<file path="src/design/bbe_pkg.sv">
// Shared types, constants and the reciprocal table of the 3x3 box blur.
`default_nettype none

package bbe_pkg;

  localparam int CH_W      = 8;
  localparam int FW_W      = 11;
  localparam int FH_W      = 13;
  localparam int CFG_W     = 13;
  localparam int CFG_IDX_W = 1;

  localparam logic [FW_W-1:0] FW_RESET = 11'd1024;
  localparam logic [FH_W-1:0] FH_RESET = 13'd768;

  localparam int RSUM_W      = 10;
  localparam int TSUM_W      = 12;
  localparam int SUM_W       = 13;
  localparam int CNT_W       = 4;
  localparam int RECIP_W     = 18;
  localparam int RECIP_SHIFT = 18;
  localparam int PROD_W      = 31;

  typedef enum logic [CFG_IDX_W-1:0] {
    REG_FRAME_WIDTH  = 1'b0,
    REG_FRAME_HEIGHT = 1'b1
  } reg_idx_t;

  typedef struct packed {
    logic [CH_W-1:0] red;
    logic [CH_W-1:0] green;
    logic [CH_W-1:0] blue;
  } rgb_t;

  typedef struct packed {
    logic top_in;
    logic bot_in;
    logic left_in;
    logic right_in;
  } win_mask_t;

  typedef struct packed {
    rgb_t [2:0][2:0] pix;
    win_mask_t       mask;
    logic            last;
  } job_t;

  typedef struct packed {
    rgb_t px;
    logic frame_end;
  } result_t;

  // ceil(2^18 / (2*n)) for every neighbour count n that can occur
  function automatic logic [RECIP_W-1:0] recip(input logic [CNT_W-1:0] n);
    logic [RECIP_W-1:0] m;
    unique case (n)
      4'd1:    m = 18'd131072;
      4'd2:    m = 18'd65536;
      4'd3:    m = 18'd43691;
      4'd4:    m = 18'd32768;
      4'd6:    m = 18'd21846;
      4'd9:    m = 18'd14564;
      default: m = '0;
    endcase
    return m;
  endfunction

endpackage

`default_nettype wire

</file>
<file path="src/design/bbe_back.sv">
// Back end: masked window sums, neighbour count and rounded mean per channel.
`default_nettype none

module bbe_back #(
  parameter int OQ_DEPTH = 8
) (
  input  wire logic                              clk,
  input  wire logic                              rst,
  input  wire logic                              jq_empty,
  input  wire bbe_pkg::job_t                     job,
  input  wire logic [$clog2(OQ_DEPTH+1)-1:0]     oq_count,
  output logic                                   jq_pop,
  output logic                                   res_push,
  output bbe_pkg::result_t                       res
);

  localparam int OCW = $clog2(OQ_DEPTH + 1);

  logic                                   b1_valid;
  logic                                   b2_valid;
  logic                                   b3_valid;
  logic [2:0][2:0][bbe_pkg::RSUM_W-1:0]   b1_rs;
  logic [bbe_pkg::CNT_W-1:0]              b1_n;
  logic                                   b1_last;
  logic [2:0][bbe_pkg::SUM_W-1:0]         b2_x;
  logic [bbe_pkg::RECIP_W-1:0]            b2_m;
  logic                                   b2_last;
  logic [2:0][bbe_pkg::PROD_W-1:0]        b3_prod;
  logic                                   b3_last;

  logic [OCW+1:0]                         occ;
  logic                                   take;
  logic [2:0]                             row_ok;
  logic [2:0]                             col_ok;
  logic [2:0][2:0][bbe_pkg::RSUM_W-1:0]   rs;
  logic [bbe_pkg::CNT_W-1:0]              n;
  logic [2:0][bbe_pkg::SUM_W-1:0]         x;
  logic [2:0][bbe_pkg::CH_W-1:0]          v;
  logic [bbe_pkg::TSUM_W-1:0]             t;

  always_comb begin
    occ  = (OCW+2)'(oq_count) + (OCW+2)'(b1_valid) + (OCW+2)'(b2_valid)
         + (OCW+2)'(b3_valid);
    take = !jq_empty && (occ < (OCW+2)'(OQ_DEPTH));

    row_ok = {job.mask.bot_in, 1'b1, job.mask.top_in};
    col_ok = {job.mask.right_in, 1'b1, job.mask.left_in};
    rs     = '0;
    v      = '0;
    for (int r = 0; r < 3; r++) begin
      for (int c = 0; c < 3; c++) begin
        v = job.pix[r][c];
        for (int ch = 0; ch < 3; ch++) begin
          if (row_ok[r] && col_ok[c]) begin
            rs[ch][r] = rs[ch][r] + bbe_pkg::RSUM_W'(v[ch]);
          end
        end
      end
    end
    n = bbe_pkg::CNT_W'((2'd1 + 2'(job.mask.top_in) + 2'(job.mask.bot_in))
                      * (2'd1 + 2'(job.mask.left_in) + 2'(job.mask.right_in)));

    t = '0;
    for (int ch = 0; ch < 3; ch++) begin
      t     = bbe_pkg::TSUM_W'(b1_rs[ch][0]) + bbe_pkg::TSUM_W'(b1_rs[ch][1])
            + bbe_pkg::TSUM_W'(b1_rs[ch][2]);
      x[ch] = {t, 1'b0} + bbe_pkg::SUM_W'(b1_n);
    end
  end

  always_ff @(posedge clk) begin
    if (rst) begin
      b1_valid <= 1'b0;
      b2_valid <= 1'b0;
      b3_valid <= 1'b0;
    end else begin
      b1_valid <= take;
      b2_valid <= b1_valid;
      b3_valid <= b2_valid;
    end
  end

  always_ff @(posedge clk) begin
    b1_rs   <= rs;
    b1_n    <= n;
    b1_last <= job.last;
    b2_x    <= x;
    b2_m    <= bbe_pkg::recip(b1_n);
    b2_last <= b1_last;
    for (int ch = 0; ch < 3; ch++) begin
      b3_prod[ch] <= bbe_pkg::PROD_W'(b2_x[ch]) * bbe_pkg::PROD_W'(b2_m);
    end
    b3_last <= b2_last;
  end

  localparam int QL = bbe_pkg::RECIP_SHIFT;
  localparam int QH = bbe_pkg::RECIP_SHIFT + bbe_pkg::CH_W - 1;

  assign jq_pop       = take;
  assign res_push     = b3_valid;
  assign res.px.red   = b3_prod[2][QH:QL];
  assign res.px.green = b3_prod[1][QH:QL];
  assign res.px.blue  = b3_prod[0][QH:QL];
  assign res.frame_end = b3_last;

endmodule

`default_nettype wire

</file>
<file path="config.mk">
export PLATFORM = sky130hd
export DESIGN_NAME = bbe_back
export DESIGN_NICKNAME = d
export VERILOG_FILES = /design/src/design/bbe_pkg.sv /design/src/design/bbe_back.sv
export SDC_FILE = /design/constraint.sdc
export NUM_CORES = 2
export LEC_CHECK = 0
export BUFFER_PORTS_ARGS = -buffer_cell sky130_fd_sc_hd__buf_2
export CAP_MARGIN = 25
export CORE_ASPECT_RATIO = 0.9
export CORE_MARGIN = 2
export CORE_UTILIZATION = 40
export DETAILED_ROUTE_END_ITERATION = 10
export HOLD_SLACK_MARGIN = 0.15
export SLEW_MARGIN = 0
export SYNTH_ARGS = -nofsm -noshare
export SYNTH_HDL_FRONTEND = slang
export SYNTH_SLANG_ARGS = --single-unit
</file>
<file path="constraint.sdc">
create_clock -name clk -period 5.1 [get_ports clk]
set_input_delay 1.02 -clock clk [delete_from_list [all_inputs] [get_ports clk]]
set_output_delay 1.02 -clock clk [all_outputs]
set_load 0.01 [all_outputs]
</file>
## After elaboration in Yosys (flattened, before gate mapping)

Index checks and enable logic that the tools add are counted.
W data, S select, Z words.

- Register bits: 235
- Bits in latches: 0
- Bits in writable memories: 0
- ROM bits: 0
- Output and inout bits: 27
- Logic and storage cells: 99
- Memories kept: 0

- Add/subtract/negate cells: 34
- $mul: 4
- Divide/modulo/power cells: 0
- Magnitude comparators: 1
- Equality and inequality tests: 6
- Shift-type cells: 0
- Muxes and demuxes: 25
- Bitwise gates (word level): 0
- Reductions and logical operators: 6

Operator list:

| kind | number |
|---|---|
| $add A10 B8 Y10 | 15 |
| $mux W10 | 12 |
| $pmux W18 S6 | 1 |
| $mul A13 B18 Y26 | 3 |
| $mux W8 | 9 |
| $add A13 B4 Y13 | 3 |
| $add A11 B10 Y12 | 3 |
| $add A10 B10 Y11 | 3 |
| $add A8 B8 Y9 | 3 |
| $mux W9 | 3 |
| $eq A4 B2 Y1 const B | 2 |
| $eq A4 B3 Y1 const B | 2 |
| $add A2 B1 Y3 | 2 |
| $add A5 B1 Y6 | 1 |
| $add A6 B1 Y6 | 1 |
| $lt A6 B4 Y1 const B | 1 |
| $add A4 B1 Y5 | 1 |
| $logic_and A1 B1 Y1 | 5 |
| $add A1 B1 Y2 const A | 2 |
| $eq A4 B1 Y1 const B | 1 |
| $eq A4 B4 Y1 const B | 1 |
| $mul A3 B3 Y4 | 1 |
| $logic_not A1 Y1 | 1 |

## Logic depth before layout (Yosys ltp)

- Depth after elaboration: 6
- Gate-level depth with buffers: 21
- Gate-level depth less buffers: 19

## Worst setup path before layout

OpenSTA, ideal clock, no wires.

- Path kind: reg2reg
- Start point: register b2_m[9] in the netlist's numbering
- End point: register b3_prod (netlist bit res[16])
- Library setup time: 0.121 ns
- Arrival: 5.018 ns
- Data required time: 4.979 ns
- Slack: -0.038 ns
- Cell stages (with the launch flop): 20
- Buffers on the path: 2
- Period minus slack after synthesis: 5.138 ns
- Cells stage by stage: dfxtp_1 clkbuf_1 clkbuf_1 nand2_1 fa_1 fa_1 inv_1 fa_1 fa_1 inv_1 fa_1 inv_1 ha_1 and4_1 and2_1 a22oi_1 a31oi_2 a211oi_2 o21bai_2 xnor2_1

- Cells in the longest elaborated chain, start to end: 1

RTL lines:

| element | RTL line | RTL |
|---|---|---|
| start: declaration | bbe_back.sv:26 | `logic [bbe_pkg::RECIP_W-1:0] b2_m;` |
| start signal: assignment | bbe_back.sv:88 | `b2_m <= bbe_pkg::recip(b1_n);` |
| $mul A13 B18 Y26 | bbe_back.sv:91 | `b3_prod[ch] <= bbe_pkg::PROD_W'(b2_x[ch]) * bbe_pkg::PROD_W'(b2_m);` |
| end signal: indexed assignment | bbe_back.sv:91 |  |
| end: declaration | bbe_back.sv:28 | `logic [2:0][bbe_pkg::PROD_W-1:0] b3_prod;` |

Every way passes these cells.
A chain may end at the register's enable or synchronous reset.

## Final worst setup path

- Start point: register b2_m[14] in the netlist's numbering
- End point: register b3_prod (netlist bit res[14])

Same word-level chain as after synthesis.

==> results.md <==
- Main flop type after synthesis: dfxtp_1
- YS warnings: 0
- Failing checks: setup timing
- Worst-Margin Slew: 0.953 ns
- Final period util: 1.01
- DR pass1 iterations: 5
- Via count: 21500
- Critical path buffers and inverters: 7
- Crit path top cell by count: fa_1
- # DRC: 0
- Sequential area share after synthesis: 0.117
- Top cell family by delay on the critical path: adder cells
- Initial antenna violation count: 8
- Maximum vdd drop: approximately 330 uV
- Initial Util: 0.404
- Cell Area, Synth: around 0.029 mm2
- Min Clock Period, post-route: 5.14 ns
- Pin count of the biggest net entering global routing: 62
- Syn_nets: approximately 4200
- Finished Cell Area: 0.0342 mm2
- Maximum clock insertion buffer count: 2
- Die Ht: 259 um
- GRT overflow: 0
- Cell chain of the critical path: buf_16 -> and2_4 -> buf_4 -> fa_1 -> inv_2 -> fa_1 -> inv_1 -> fa_1 -> fa_1 -> inv_1 -> fa_1 -> inv_1 -> ha_4 -> nand3_2 -> o211ai_1 -> o211ai_1 -> buf_4 -> a31oi_4 -> a21o_1 -> a21oi_2 -> xnor2_1
- Clk Latency, worst-skew pair: between 0.4 and 0.5 ns
- DRT Wirelength: 76800 um
- Setup ws final: -0.0394 ns
- Critical Path Sink Type: register
- DR vias/cell: 4.75
- Final setup viols: 5
- # placed instances: about 4500
- Cts bufs inserted: 17
- Routed length per instance: 17.0 um
- Avg Inst Size Synth: 9.23 um2
- IO Pins: ~260
- Worst Path Required: 5.48 ns
- Critical path's slowest cell: fa_1
- Vias in the first global route: 22400
- Status: complete, but fails checks
- Core area: around 0.07 mm2
- CTS clk-pin slew, worst paths: around 0.080 ns
- P_leak: 0.0181 uW
- CTS tree: yes
- Sink Count: ~170
- Netlist cell types: between 60 and 70
- FILL cells: approximately 6800
- Slew HR: 0.365
- First-pass GRT wire length: 121000 um
- Synth-to-layout area growth: 18.6%
- Hold Path Class: reg -> reg
- Crit-path max FO: 9
- Tot GR Track Use: 0.213
- Initial DRC count: 905
- Register Area: 0.00341 mm2
- Setup Crit Path Kind: reg -> reg
- Buffers on Ports: around 250
- Dpl hpwl: 67300 um
- DP Worst Slack: -0.178 ns
- CTS Root Cell: clkbuf_16
- Die Footprint: 0.0743 mm2
- Gate Count Post-Synth: 3126
- Post-synth EDFFs: 0
- Final Net Count: 4627
- Die width: 287 um
- Critical path arrival: 5.52 ns
- Pwr Density: around 400 mW/mm2
- Multi-input gate area: 0.0231 mm2
- FFs w/ async S/R, synth: 0
- CP max stage delay: around 0.54 ns
- FP Rows: 93
- Max cap viols: 0
- Fmax: between 150 and 200 MHz
- Startpoint types: register
- Layout Skew: 0.0122 ns
- Unrepaired setup endpoints after global routing: yes
- Final core utilization: 0.479
- Pins Over Slew Limit: 0
- # H-tree levels: 4
- Layout cells sized above 1: 0.212
- GP Congestion: around 0.99
- Antenna Nets Post-Route: 0
- Placed cell areas: 0.0326 mm2
- Final hold vios: 0
- Fin Hold WS: 0.331 ns
- #FFs+latches synth: between 150 and 200
- Post-Layout Cell Count: 4521
## path summary, 6_finish.rpt
| path | start | endpoint | slack, ns | cells after the start |
|---|---|---|---|---|
| hold reg to reg | b1_last | b2_last | 0.33 | 0 |
| setup reg to reg | b2_m[14] | res[14] | -0.04 | 21 |
| hold / removal | b1_last | b2_last | 0.33 | 0 |
| setup / recovery | b2_m[14] | res[14] | -0.04 | 21 |
## through the flow
| step | total power (uW) | TNS (ns) |
|---|---|---|
| floorplan | 8530 | 0 |
| global placement | 11300 | -0.841 |
| detailed placement | 11400 | -1.80 |
| CTS | 13200 | -0.116 |
| global route | 15400 | -2.23 |
| finish | 13800 | -0.105 |
## layout by cell type, fill, tap and decap left out, drive strengths merged, types with 10 or more instances in the layout
cell	Yosys	routed
o2bb2ai	31	31
fa	502	502
nor2	124	124
dfxtp	169	169
xnor2	129	129
xor2	66	66
and2	167	167
inv	741	747
buf	11	481
mux2	10	10
a21oi	156	156
nand2	228	228
a21o	59	59
nand3	24	24
and3	58	58
o21ai	50	50
mux2i	13	13
nor3b	22	22
o21bai	44	44
nor3	31	31
ha	341	341
clkbuf	60	19
## cell families (layout without fill, tap and decap cells)
kind of cell / count (synthesis) / count (layout) / share of synthesized area
compound gates: 396 / 396 / 0.0926
xor+xnor: 195 / 195 / 0.0592
fa+ha+maj: 843 / 843 / 0.496
buf+inv: 812 / 1255 / 0.106
flops: 169 / 169 / 0.117
mux: 23 / 23 / 0.00841
other cells: 0 / 2 / 0
simple gates: 688 / 688 / 0.120
## per-layer routing
layer / up-vias / global-route usage / part of all wire
li1: 10600 / - / -
met4: 10 / 0.0600 / 0.025
met2: 487 / 0.343 / 0.46
met1: 10300 / 0.285 / 0.46
met3: 90 / 0.0499 / 0.056
met5: - / 0 / 0.00079
## synthesized netlist by cell type, types with 23 or more instances
master	count	area share
o21ai_0	45	0.0078
ha_1	341	0.15
dfxtp_1	169	0.12
o2bb2ai_1	31	0.0094
and3_1	58	0.013
inv_1	739	0.096
xor2_1	66	0.020
nand3_1	23	0.0040
nand2_1	228	0.030
clkbuf_1	60	0.0078
fa_1	502	0.35
o21bai_1	43	0.011
xnor2_1	129	0.039
nor2_1	124	0.016
a21oi_1	139	0.024
a21o_1	59	0.015
nor3_1	26	0.0045
and2_1	167	0.036
## sequential cells by signal, indices dropped and copies added (netlist names)
| signal | flops |
|---|---|
| b1_rs | 90 |
| b2_x | 37 |
| res | 24 |
| b2_m | 8 |
| b1_n | 4 |
| b1_last | 1 |
| b1_valid | 1 |
| b2_last | 1 |
| b2_valid | 1 |
| b3_last | 1 |
| res_push | 1 |
## power breakdown
part | internal, uW | switching (uW) | leakage [uW]
sequential | 1730 | 448 | 0.00141
clock | 657 | 661 | 0.000275
combinational | 4670 | 5590 | 0.0164
total | 7050 | 6700 | 0.0181
## layout make-up
type / instances / area share
clock buffer: 18 / 0.0128
tap: 950 / 0.0347
clock inverter: 14 / 0.00402
sequential: 169 / 0.0995
multi-input combinational: 2145 / 0.675
timing repair buffer: 482 / 0.0928
antenna: 2 / 0.000146
inverter: 741 / 0.0813
## timing repair
item	4_1_cts	5_1_grt
buffers inserted	9	11
pin swaps	42	89
resized for setup	77	155
setup endpoints to repair	17	22
cloned	4	1
hold buffers	0	0
Note: power is estimated with default switching activity, not from simulation.
