$ cat src/design/bbe_fifo.sv
// Small register queue with occupancy count.
`default_nettype none

module bbe_fifo #(
  parameter int W     = 8,
  parameter int DEPTH = 4
) (
  input  wire logic                       clk,
  input  wire logic                       rst,
  input  wire logic                       push,
  input  wire logic [W-1:0]               din,
  input  wire logic                       pop,
  output logic      [W-1:0]               dout,
  output logic                            empty,
  output logic      [$clog2(DEPTH+1)-1:0] count
);

  localparam int PW = $clog2(DEPTH);
  localparam int CW = $clog2(DEPTH + 1);

  logic [W-1:0]  slots [DEPTH];
  logic [PW-1:0] head;
  logic [PW-1:0] tail;

  function automatic logic [PW-1:0] wrap_inc(input logic [PW-1:0] p);
    return (p == PW'(DEPTH - 1)) ? '0 : p + PW'(1);
  endfunction

  assign dout  = slots[head];
  assign empty = (count == '0);

  always_ff @(posedge clk) begin
    if (rst) begin
      head  <= '0;
      tail  <= '0;
      count <= '0;
    end else begin
      if (push) begin
        tail <= wrap_inc(tail);
      end
      if (pop) begin
        head <= wrap_inc(head);
      end
      if (push && !pop) begin
        count <= count + CW'(1);
      end else if (pop && !push) begin
        count <= count - CW'(1);
      end
    end
  end

  always_ff @(posedge clk) begin
    if (push) begin
      slots[tail] <= din;
    end
  end

endmodule

`default_nettype wire

$ cat config.mk
export PLATFORM = sky130hd
export DESIGN_NAME = bbe_fifo
export DESIGN_NICKNAME = d
export VERILOG_FILES = /design/src/design/bbe_fifo.sv
export SDC_FILE = /design/constraint.sdc
export NUM_CORES = 1
export LEC_CHECK = 0
export ABC_AREA = 1
export BUFFER_PORTS_ARGS = -buffer_cell sky130_fd_sc_hd__buf_2
export CAP_MARGIN = 40
export CORE_MARGIN = 1
export CORE_UTILIZATION = 40
export CTS_BUF_LIST = sky130_fd_sc_hd__clkbuf_4
export DETAILED_ROUTE_END_ITERATION = 16
export PLACE_DENSITY = 0.7
export SYNTH_ARGS = -nofsm -noshare
export SYNTH_HDL_FRONTEND = slang
export SYNTH_SLANG_ARGS = --single-unit
$ cat constraint.sdc
create_clock -name clk -period 1.4 [get_ports clk]
set_input_delay 0.07 -clock clk [delete_from_list [all_inputs] [get_ports clk]]
set_output_delay 0.07 -clock clk [all_outputs]
set_load 0.01 [all_outputs]
---- After elaboration in Yosys (flattened, before gate mapping) ----
Memories as Yosys holds them, arrays and structs flattened. A register that Yosys moved wholly into a read port is not among the register bits.
Index checks and enable logic that the tools add are counted.
storage, ports and cells
  word-level logic and storage cells ...... 24
  memory bits (read-only) ................. 0
  bits in writable memories ............... 32
  output and inout bits ................... 12
  bits in registers ....................... 7
  latch bits .............................. 0
  input bits .............................. 12
  memories ................................ 1
cells by class
  multiply operators ...................... 0
  magnitude comparators ................... 0
  equality and inequality tests ........... 2
  reductions and logical operators ........ 6
  add/subtract/negate cells ............... 4
  bitwise gates (word level) .............. 0
  mux-type cells .......................... 8
  shift operators ......................... 0
  divide/modulo/power cells ............... 0
memories
  memory  words  width  rd ports  clocked after memory_dff  wr ports  RTL line  source
  slots   4      8      1         1                         1         21        logic [W-1:0] slots [DEPTH];
operators by type and width
  operator                                                            number
  2-bit 2-to-1 mux                                                    4
  3-bit 2-to-1 mux                                                    2
  2-bit by 1-bit adder with 2-bit output, second input constant       2
  2-bit == test, second input constant                                2
  3-bit by 1-bit adder with 3-bit output, second input constant       1
  3-bit zero test                                                     1
  3-bit by 1-bit subtractor with 3-bit output, second input constant  1
  1-bit logical AND                                                   2
  1-bit zero test                                                     2
  1-bit 2-to-1 mux                                                    2
  2-bit nonzero test                                                  1

---- Depth between registers and ports, before layout ----
Gate-level depths: netlist (run 1).
  word-level depth ........................ 4
  mapped depth ............................ 10
  mapped depth without buffers ............ 10

---- Least setup slack after synthesis (run 1) ----
Ideal clock, no wire load.
  path kind ............................... reg-to-reg
  start ................................... reg count[0]
  end ..................................... reg count[2]
  path buffers ............................ 0
  data required time ...................... 1.290 ns
  setup time .............................. 0.110 ns
  slack ................................... 0.215 ns
  arrival time ............................ 1.075 ns
  cell stages (with the launch flop) ...... 8
  period minus slack after synthesis ...... 1.185 ns
  cells stage by stage .................... dfxtp_1 > fa_1 > inv_1 > nand2_1 > nand3_1 > nand2_1 > inv_1 > nor2_1
on the way
  word-level cells in the longest chain between the ends .. 3
  elaborated cells between the ends (all ways) .. 4
  classes of those cells .................. 2 x add/sub; 2 x mux
ends and longest elaborated chain
  item                                         RTL line  source
  start: declaration                           15        output logic [$clog2(DEPTH+1)-1:0] count
  start signal: assignment                     45        count <= count + CW'(1);
  start signal: assignment                     47        count <= count - CW'(1);
  3-bit by 1-bit subtractor with 3-bit output  47
  3-bit 2-to-1 mux                             46        end else if (pop && !push) begin
  3-bit 2-to-1 mux (*)                         44        if (push && !pop) begin
Every way passes the cells marked *; elsewhere a longest branch is shown, timed or not. The select of a mux whose other input is x is not followed.
A chain may end at the register's enable or synchronous reset.

==> out/metrics.csv, run 1 <==
metric;value;unit
hpwl dp;2010;µm
highest clock rate;728;MHz
net switching power;0.616;mW
Post-Route WL;3020;µm
H-tree levels;2;
Rows;22;
first-pass GRT wire length;4940;µm
clk slew on worst S/H paths;0.11;ns
simple-gate share of the synthesized area;0.0919;
P_leak;0.806;nW
vias;1115;
CTS Sinks;41;
Post-Synth Adder-Cell Area;0.0578;
CP required;1.33;ns
Routability Congestion;0.740;
Die Y;66.2;µm
Post-Syn Area;1650;µm²
status;completed;
max cap viols;0;
Worst Setup End Kind;output port;
Slowest-stage cell, CP;dfxtp_4;
Compound-Gate Fraction of Synth Area;0.102;
antenna-violating nets left;0;
Combinational Power Share;0.157;
total iterations of the first detailed-routing run;4;
Slew Limit Headroom;0.756;
Worst path max stage delay;0.43;ns
total gr overflow;0;
final hold viol count;0;
post-synthesis mux area share;0;
antenna violations before repair;0;
Worst-Skew Late Latency;0.34;ns
final slew viol count;0;
Post-Synth XOR/XNOR Area;0.00532;
Yosys top cell by area;edfxtp_1;
Crit path buffers/inverters;2;
Syn Area/Cell;12.3;µm²
syn nets;153;
Net count, final;195;
Max Clock Skew;0.00822;ns
commonest non-fill, non-tap cell in the layout;edfxtp_1;
Die ar.;4380;µm²
critical path peak fanout;6;
Synth Register Bits;41;
# port buffers;23;
share of layout cells above drive strength 1;0.277;
main combinational cell family by area after synthesis;compound AO/OA/AOI/OAI gates;
CP cell instances;buf_6 -> o21ai_2 -> o22ai_1 -> buf_2;
synth unique cells;19;
Mapped Cells;134;
Min Hold Slack;0.0463;ns
Total Power;2.34;mW
DRC Markers;0;
clk root buf;clkbuf_4;
utilization after layout;0.537;
CTS tree;yes;
vias in the first global route;1109;
CTS buffer count;5;
Clock power frac;0.233;
initial cell density of the core;0.433;
Antenna diodes;0;
Placeable Area;3800;µm²
min-delay worst type;in -> reg;
final worst-path cycle share;0.982;
area post-placement;1810;µm²
WL/cell;13.4;µm
Period minus WS final;1.37;ns
CP arrival;1.30;ns
pin count of the biggest net entering global routing;17;
setup TNS;0;ns
Crit Path Category;reg -> out;
RSZ-0062 raised after global routing;true;
Die Width;66.2;µm
Final Cell Area;2040;µm²
Max rail drop VDD;0.633;mV
Critical Path Source Type;flop;
synthesis-to-layout area growth;23.9;%
worst-margin pin slew;0.366;ns
top cells by area, synth;edfxtp_1 58%, dfxtp_1 11%, nor2_1 5.0%;
Vias/cell;4.96;
clock buffer depth;2;
register area share after synthesis;0.693;
most frequent cells in the layout;32 x edfxtp_1, 23 x buf_2, 22 x nor2_1;
Synth top area share;0.584;
Switching Share;0.263;
first-iteration detailed-routing DRC count;73;
final setup fails;0;
Yosys warnings;0;
Power Dens Cells;1150;nW/µm²
CP top delay family;flip-flops;
Sequential Power Share;0.610;
total track usage;0.164;
Pint;1.73;mW
# IOs;24;
-- power by group through the flow --
| stage | logic, mW | registers [mW] | clock network, mW |
|---|---|---|---|
| after global placement | 0.303 | 1.45 | 0 |
| after floorplan | 0.192 | 1.45 | 0 |
| after global routing | 0.416 | 1.44 | 0.619 |
| final | 0.368 | 1.43 | 0.546 |
| after detailed placement | 0.321 | 1.45 | 0 |
| after CTS | 0.344 | 1.43 | 0.563 |
-- final timing paths --
kind                            to                 start  slack [ns]  depth (start not counted)
max reg2reg  slots[2][5]$_DFFE_PP_  tail[0]$_SDFFE_PP0P_        0.13                          4
min reg2reg   tail[0]$_SDFFE_PP0P_  tail[0]$_SDFFE_PP0P_        0.55                          2
max                        dout[5]                  flop        0.03                          4
min           head[1]$_SDFFE_PP0P_                   pop        0.05                          3
-- state kept, by name (all words and copies together), names as in the netlist, named ones only --
signal	count
slots	32
tail	2
head	2
count	3
-- timing repair --
| item | 4_1_cts | 5_1_grt |
|---|---|---|
| pin swaps | 0 | 10 |
| endpoints found under the hold margin | 36 | 0 |
| buffers inserted | 0 | 2 |
| gates cloned | 0 | 1 |
| hold buffers | 9 | 0 |
| gates resized for setup | 7 | 19 |
| setup endpoints to repair | 8 | 11 |
-- layout make-up --
cell class | instances | area (µm²)
timing repair buffer | 37 | 263
tap | 48 | 60.1
fill | 351 | 1760
sequential | 41 | 1150
multi-input combinational | 75 | 438
inverter | 16 | 80.1
clock inverter | 3 | 12.5
clock buffer | 5 | 37.5
-- through the flow --
stage          setup WS (ns)  cells
2_1_floorplan          0.215    134
3_3_place_gp           0.129    205
3_5_place_dp          0.0766    205
4_1_cts              0.00207    222
5_1_grt              -0.0433    225
6_report              0.0257    225
-- cell families (layout without fill, tap and decap cells) --
| logic type | count (synthesis) | after routing |
|---|---|---|
| AO/OA/AOI/OAI | 30 | 30 |
| AND/OR/NAND/NOR | 37 | 37 |
| XOR/XNOR | 1 | 1 |
| buffers and inverters | 18 | 61 |
| adder cells (fa/ha/maj) | 7 | 7 |
| flip-flops | 41 | 41 |
-- per-layer routing --
layer,track usage,up-vias,wire [µm]
met5,0,-,0
met4,0.0718,0,51
met2,0.286,30,1630
met3,0.0534,7,141
met1,0.180,525,1190
li1,-,553,-
-- cells in the mapped netlist (all sizes together) --
cell and count:
a21oi 3, buf 2, dfxtp 9, edfxtp 32, fa 1, ha 6
inv 16, nand2 8, nand3 1, nand4 1, nor2 24, nor3 3
o21ai 19, o22ai 8, xor2 1
-- worst min-delay path, cell delays in order --
cell and delay [ns]:
buf_2 0.09, o21ai_0 0.08, nor2_1 0.12
(Power assumes the default switching activity.)
==> run 2, diff against run 1 <==
Settings changed: CORE_UTILIZATION 40 to 45, PLACE_DENSITY 0.7 to 0.68, SKIP_LAST_GASP set to 1.
==> out/metrics.csv, run 2 (same netlist as run 1, synthesis figures left out) <==
metric;value;unit;change
status;completed;;unchanged
RSZ-0062 raised after global routing;true;;unchanged
Placeable Area;3420;µm²;was 3800 µm²
clock buffer depth;2;;unchanged
Inst Count DP;205;;unchanged
# port buffers;23;;unchanged
Final Instance Count excl. Fillers;224;;was 225
first-iteration detailed-routing DRC count;40;;was 73
clk slew on worst S/H paths;0.11;ns;about the same
final worst setup slack;0.0576;ns;was 0.0257 ns
Final Cell Area;2060;µm²;was 2040 µm²
P_leak;0.835;nW;was 0.806 nW
Vias/cell;4.98;;was 4.96
CP required;1.33;ns;about the same
Pint;1.73;mW;about the same
total gr overflow;0;;unchanged
DRC Markers;0;;unchanged
Rows;21;;was 22
synthesis-to-layout area growth;25.3;%;was 23.9%
Max rail drop VDD;0.579;mV;was 0.633 mV
highest clock rate;745;MHz;was 728 MHz
Hold Crit Start;pop;;unchanged
setup TNS;0;ns;unchanged
final hold viol count;0;;unchanged
Switching Share;0.259;;was 0.263
Crit path buffers/inverters;3;;was 2
Die Y;62.5;µm;was 66.2 µm
CP top delay family;flip-flops;;unchanged
most frequent cells in the layout;32 x edfxtp_1, 23 x buf_2, 20 x nor2_1;;was 32 x edfxtp_1, 23 x buf_2, 22 x nor2_1
Die Width;62.5;µm;was 66.2 µm
CTS tree;yes;;unchanged
pin count of the biggest net entering global routing;17;;unchanged
hpwl dp;1930;µm;was 2010 µm
commonest non-fill, non-tap cell in the layout;edfxtp_1;;unchanged
Sequential Power Share;0.612;;was 0.610
WL/cell;13.1;µm;was 13.4 µm
Top Registers;slots x32, count x3;;unchanged
Net count, final;196;;was 195
Antenna diodes;0;;unchanged
Worst Setup End Kind;output port;;unchanged
number of flip-flops under the largest register name;32;;unchanged
final slew viol count;0;;unchanged
CTS Sinks;41;;unchanged
Routability Congestion;0.691;;was 0.740
Max Clock Skew;0.00163;ns;was 0.00822 ns
Period minus WS final;1.34;ns;was 1.37 ns
Combinational Power Share;0.160;;was 0.157
Die ar.;3910;µm²;was 4380 µm²
pre-CTS setup slack;0.0398;ns;was 0.0766 ns
CTS buffer count;5;;unchanged
antenna violations before repair;0;;unchanged
net switching power;0.606;mW;was 0.616 mW
vias in the first global route;1086;;was 1109
Clock power frac;0.228;;was 0.233
share of layout cells above drive strength 1;0.287;;was 0.277
Worst-Skew Late Latency;0.34;ns;about the same
Total Power;2.34;mW;about the same
worst-margin pin slew;0.352;ns;was 0.366 ns
final setup fails;0;;unchanged
reg2reg start;count[0]$_SDFFE_PP0P_;;was tail[0]$_SDFFE_PP0P_
antenna-violating nets left;0;;unchanged
final worst-path cycle share;0.959;;was 0.982
total iterations of the first detailed-routing run;4;;unchanged
Critical Path Source Type;flop;;unchanged
vias;1115;;unchanged
Post-Route WL;2930;µm;was 3020 µm
initial cell density of the core;0.482;;was 0.433
CP arrival;1.27;ns;was 1.30 ns
total track usage;0.166;;was 0.164
max cap viols;0;;unchanged
utilization after layout;0.604;;was 0.537
Slew Limit Headroom;0.765;;was 0.756
Top reg by flops;slots;;unchanged
area post-placement;1850;µm²;was 1810 µm²
first-pass GRT wire length;4890;µm;was 4940 µm
critical path peak fanout;5;;was 6
CP cell instances;buf_6 -> buf_4 -> nor2_2 -> o22ai_1 -> buf_2;;was buf_6 -> o21ai_2 -> o22ai_1 -> buf_2
# IOs;24;;unchanged
Crit Path Category;reg -> out;;unchanged
Min Hold Slack;0.0361;ns;was 0.0463 ns
Power Dens Cells;1130;nW/µm²;was 1150 nW/µm²
Slowest-stage cell, CP;dfxtp_4;;unchanged
Worst path max stage delay;0.42;ns;was 0.43 ns
clk root buf;clkbuf_4;;unchanged
H-tree levels;2;;unchanged
min-delay worst type;in -> reg;;unchanged
run 2: cell count changes in the layout (fill, tap and decap cells not counted), sizes merged:
| cell | previous run | this run |
|---|---|---|
| clkinvlp | 2 | 0 |
| inv | 14 | 16 |
| buf | 28 | 29 |
run 2: area by class of cell:
type / instances / area, µm²
Clock buffer: 5 / 37.5
Multi-Input combinational cell: 75 / 453
Clock inverter: 3 / 12.5
Fill cell: 271 / 1350
Sequential cell: 41 / 1150
Tap cell: 46 / 57.6
Timing Repair Buffer: 38 / 287
Inverter: 16 / 67.6
run 2: worst paths after layout:
| path | endpoint | slack (ns) | depth (start not counted) |
|---|---|---|---|
| hold reg to reg | tail[1]$_SDFFE_PP0P_ | 0.55 | 2 |
| hold / removal | head[1]$_SDFFE_PP0P_ | 0.04 | 3 |
| setup / recovery | dout[1] | 0.06 | 5 |
| setup reg to reg | count[2]$_SDFFE_PP0P_ | 0.12 | 7 |
run 2: repair_timing:
| item | 4_1_cts | 5_1_grt |
|---|---|---|
| hold endpoints to repair | 36 | 0 |
| gates resized for setup | 6 | 19 |
| hold buffers | 9 | 0 |
| endpoints found under the setup margin | 8 | 7 |
| setup buffers | 1 | 1 |
| pin swaps | 0 | 12 |
| gates cloned | 0 | 0 |
run 2: routing by layer:
metal / wire length [µm] / vias to the layer above / global-route usage
met4: 42 / 0 / 0.0872
met5: 0 / - / 0
met3: 102 / 5 / 0.0365
li1: - / 557 / -
met2: 1510 / 23 / 0.295
met1: 1280 / 530 / 0.186
run 2: power groups by stage:
stage / sequential, mW / clock [mW] / combinational [mW]
after floorplan: 1.45 / 0 / 0.192
after global placement: 1.45 / 0 / 0.315
after detailed placement: 1.45 / 0 / 0.330
after CTS: 1.42 / 0.551 / 0.357
after global routing: 1.44 / 0.602 / 0.418
final: 1.43 / 0.532 / 0.374
run 2: tightest hold or removal path: stages:
cell and delay (ns):
buf_2 0.09, o21ai_0 0.07, nor2_1 0.10
==> run 3, diff against run 2 <==
Settings changed: PLACE_DENSITY 0.68 to 0.65.
==> out/metrics.csv, run 3 (same netlist as run 1, synthesis figures left out) <==
metric;value;unit;change
Worst-Skew Late Latency;0.36;ns;was 0.34 ns
total gr overflow;0;;unchanged
highest clock rate;730;MHz;was 745 MHz
commonest non-fill, non-tap cell in the layout;edfxtp_1;;unchanged
Reg2Reg Capture Point;slots[2][1]$_DFFE_PP_;;was count[2]$_SDFFE_PP0P_
antenna-violating nets left;0;;unchanged
Slowest-stage cell, CP;dfxtp_4;;unchanged
Die Y;62.5;µm;unchanged
Placeable Area;3420;µm²;unchanged
CTS buffer count;5;;unchanged
P_leak;0.814;nW;was 0.835 nW
setup TNS;0;ns;unchanged
vias;1068;;was 1115
DRC Markers;0;;unchanged
vias in the first global route;1106;;was 1086
Routability Congestion;0.701;;was 0.691
max cap viols;0;;unchanged
synthesis-to-layout area growth;22.3;%;was 25.3%
Switching Share;0.268;;was 0.259
Worst Setup End Kind;output port;;unchanged
RSZ-0062 raised after global routing;true;;unchanged
top sig layer;met4;;unchanged
Net count, final;193;;was 196
Top reg by flops;slots;;unchanged
FF-to-FF setup slack;0.13;ns;was 0.12 ns
CP arrival;1.30;ns;was 1.27 ns
CP top delay family;flip-flops;;unchanged
Hold Path Sink;head[1]$_SDFFE_PP0P_;;unchanged
critical path peak fanout;8;;was 5
final slew viol count;0;;unchanged
Max rail drop VDD;0.652;mV;was 0.579 mV
Vias/cell;4.83;;was 4.98
WL/cell;12.6;µm;was 13.1 µm
path depth of the worst reg2reg path;4;;was 7
filler cell count;301;;was 271
Worst path max stage delay;0.40;ns;was 0.42 ns
hpwl dp;1980;µm;was 1930 µm
Power Dens Cells;1170;nW/µm²;was 1130 nW/µm²
Post-Route WL;2790;µm;was 2930 µm
met2 wire len;1340;µm;was 1510 µm
clk slew on worst S/H paths;0.12;ns;was 0.11 ns
Rows;21;;unchanged
H-tree levels;2;;unchanged
total track usage;0.163;;was 0.166
Crit path buffers/inverters;2;;was 3
Total Power;2.36;mW;was 2.34 mW
Combinational Power Share;0.146;;was 0.160
# IOs;24;;unchanged
Clock power frac;0.250;;was 0.228
Crit Path Category;reg -> out;;unchanged
reg2reg start;tail[0]$_SDFFE_PP0P_;;was count[0]$_SDFFE_PP0P_
CTS Sinks;41;;unchanged
status;completed;;unchanged
Hold Crit Depth;3;;unchanged
Hold Crit Start;pop;;unchanged
CTS tree;yes;;unchanged
share of layout cells above drive strength 1;0.251;;was 0.287
Setup Buffers After CTS;0;;was 1
CP required;1.33;ns;about the same
min-delay worst type;in -> reg;;unchanged
Slew Limit Headroom;0.759;;was 0.765
Sequential Power Share;0.604;;was 0.612
Max Clock Skew;0.0146;ns;was 0.00163 ns
Die ar.;3910;µm²;unchanged
final hold viol count;0;;unchanged
initial cell density of the core;0.482;;unchanged
# port buffers;23;;unchanged
Antenna diodes;0;;unchanged
Period minus WS final;1.37;ns;was 1.34 ns
antenna violations before repair;0;;unchanged
first-iteration detailed-routing DRC count;22;;was 40
most frequent cells in the layout;32 x edfxtp_1, 23 x buf_2, 22 x nor2_1;;was 32 x edfxtp_1, 23 x buf_2, 20 x nor2_1
number of flip-flops under the largest register name;32;;unchanged
clock buffer depth;2;;unchanged
CP cell instances;buf_6 -> o21ai_2 -> o22ai_2 -> buf_2;;was buf_6 -> buf_4 -> nor2_2 -> o22ai_1 -> buf_2
Pint;1.73;mW;about the same
met3 WL;125;µm;was 102 µm
clk root buf;clkbuf_4;;unchanged
Critical Path Source Type;flop;;unchanged
first-pass GRT wire length;4720;µm;was 4890 µm
final worst-path cycle share;0.978;;was 0.959
final setup fails;0;;unchanged
WL met1;1220;µm;was 1280 µm
worst-margin pin slew;0.361;ns;was 0.352 ns
pin count of the biggest net entering global routing;17;;unchanged
Top Registers;slots x32, count x3;;unchanged
net switching power;0.633;mW;was 0.606 mW
total iterations of the first detailed-routing run;4;;unchanged
Die Width;62.5;µm;unchanged
## run 3: changes by cell type in the layout (fill, tap and decap cells not counted)
cell / before / now
buf_12: 2 / 1
buf_4: 1 / 0
buf_6: 3 / 2
clkinv_1: 2 / 0
clkinvlp_4: 0 / 1
inv_6: 1 / 2
nor2_1: 20 / 22
nor2_2: 4 / 2
o21ai_1: 3 / 7
o21ai_2: 7 / 3
## run 3: power by group through the flow
| stage | Sequential (mW) | Combinational (mW) | Clock [mW] |
|---|---|---|---|
| 6_report | 1.43 | 0.344 | 0.591 |
| 5_1_grt | 1.44 | 0.386 | 0.660 |
| 4_1_cts | 1.43 | 0.347 | 0.617 |
| 3_5_place_dp | 1.45 | 0.318 | 0 |
| 3_3_place_gp | 1.45 | 0.306 | 0 |
| 2_1_floorplan | 1.45 | 0.192 | 0 |
## run 3: cell type report
class | count | area (µm²) | area share
clock buffers | 5 | 37.5 | 0.0186
flip-flops and latches | 41 | 1150 | 0.571
multi-input cells | 75 | 433 | 0.215
clock inverters | 3 | 21.3 | 0.0106
well taps | 46 | 57.6 | 0.0286
repair buffers | 35 | 248 | 0.123
inverters | 16 | 67.6 | 0.0336
## run 3: worst max-delay path by stage
stage                     startpoint                    end  slack, ns  cells after the start
6_report                        flop                dout[1]       0.03                      4
5_1_grt                         flop                dout[2]      -0.01                      4
4_1_cts                         flop                dout[3]      0.002                      4
3_5_place_dp                     pop  count[2]$_SDFFE_PP0P_       0.08                     11
3_3_place_gp                     pop  count[2]$_SDFFE_PP0P_       0.13                     11
2_1_floorplan  count[0]$_SDFFE_PP0P_  count[2]$_SDFFE_PP0P_       0.21                      7
## run 3: per-stage QoR
stage | instances | hold slack, ns | area (µm²) | util | setup WS, ns
after floorplan | 134 | 0.142 | 1650 | - | 0.215
after global placement | 204 | 0.279 | 1830 | 0.536 | 0.129
after detailed placement | 204 | 0.287 | 1830 | 0.536 | 0.0839
after CTS | 221 | 0.00969 | 2010 | 0.589 | 0.00228
after global routing | 221 | 0.0252 | 2010 | 0.589 | -0.0142
final | 221 | 0.0121 | 2010 | 0.589 | 0.0306
## run 3: routing by layer
metal	vias to the layer above	track usage
met4	0	0.110
met2	25	0.269
li1	548	-
met5	-	0
met1	484	0.179
met3	11	0.0511
## run 3: repair_timing
item,in CTS,in global routing
endpoints found under the hold margin,36,0
gates cloned,0,0
endpoints found under the setup margin,8,8
pin swaps,2,3
resized for setup,14,4
hold buffers,9,0
## run 3: worst register-to-register path: stages, from the launching register on
cell	delay, ns
dfxtp_1	0.37
inv_1	0.10
ha_1	0.15
nand2_1	0.05
inv_1	0.27
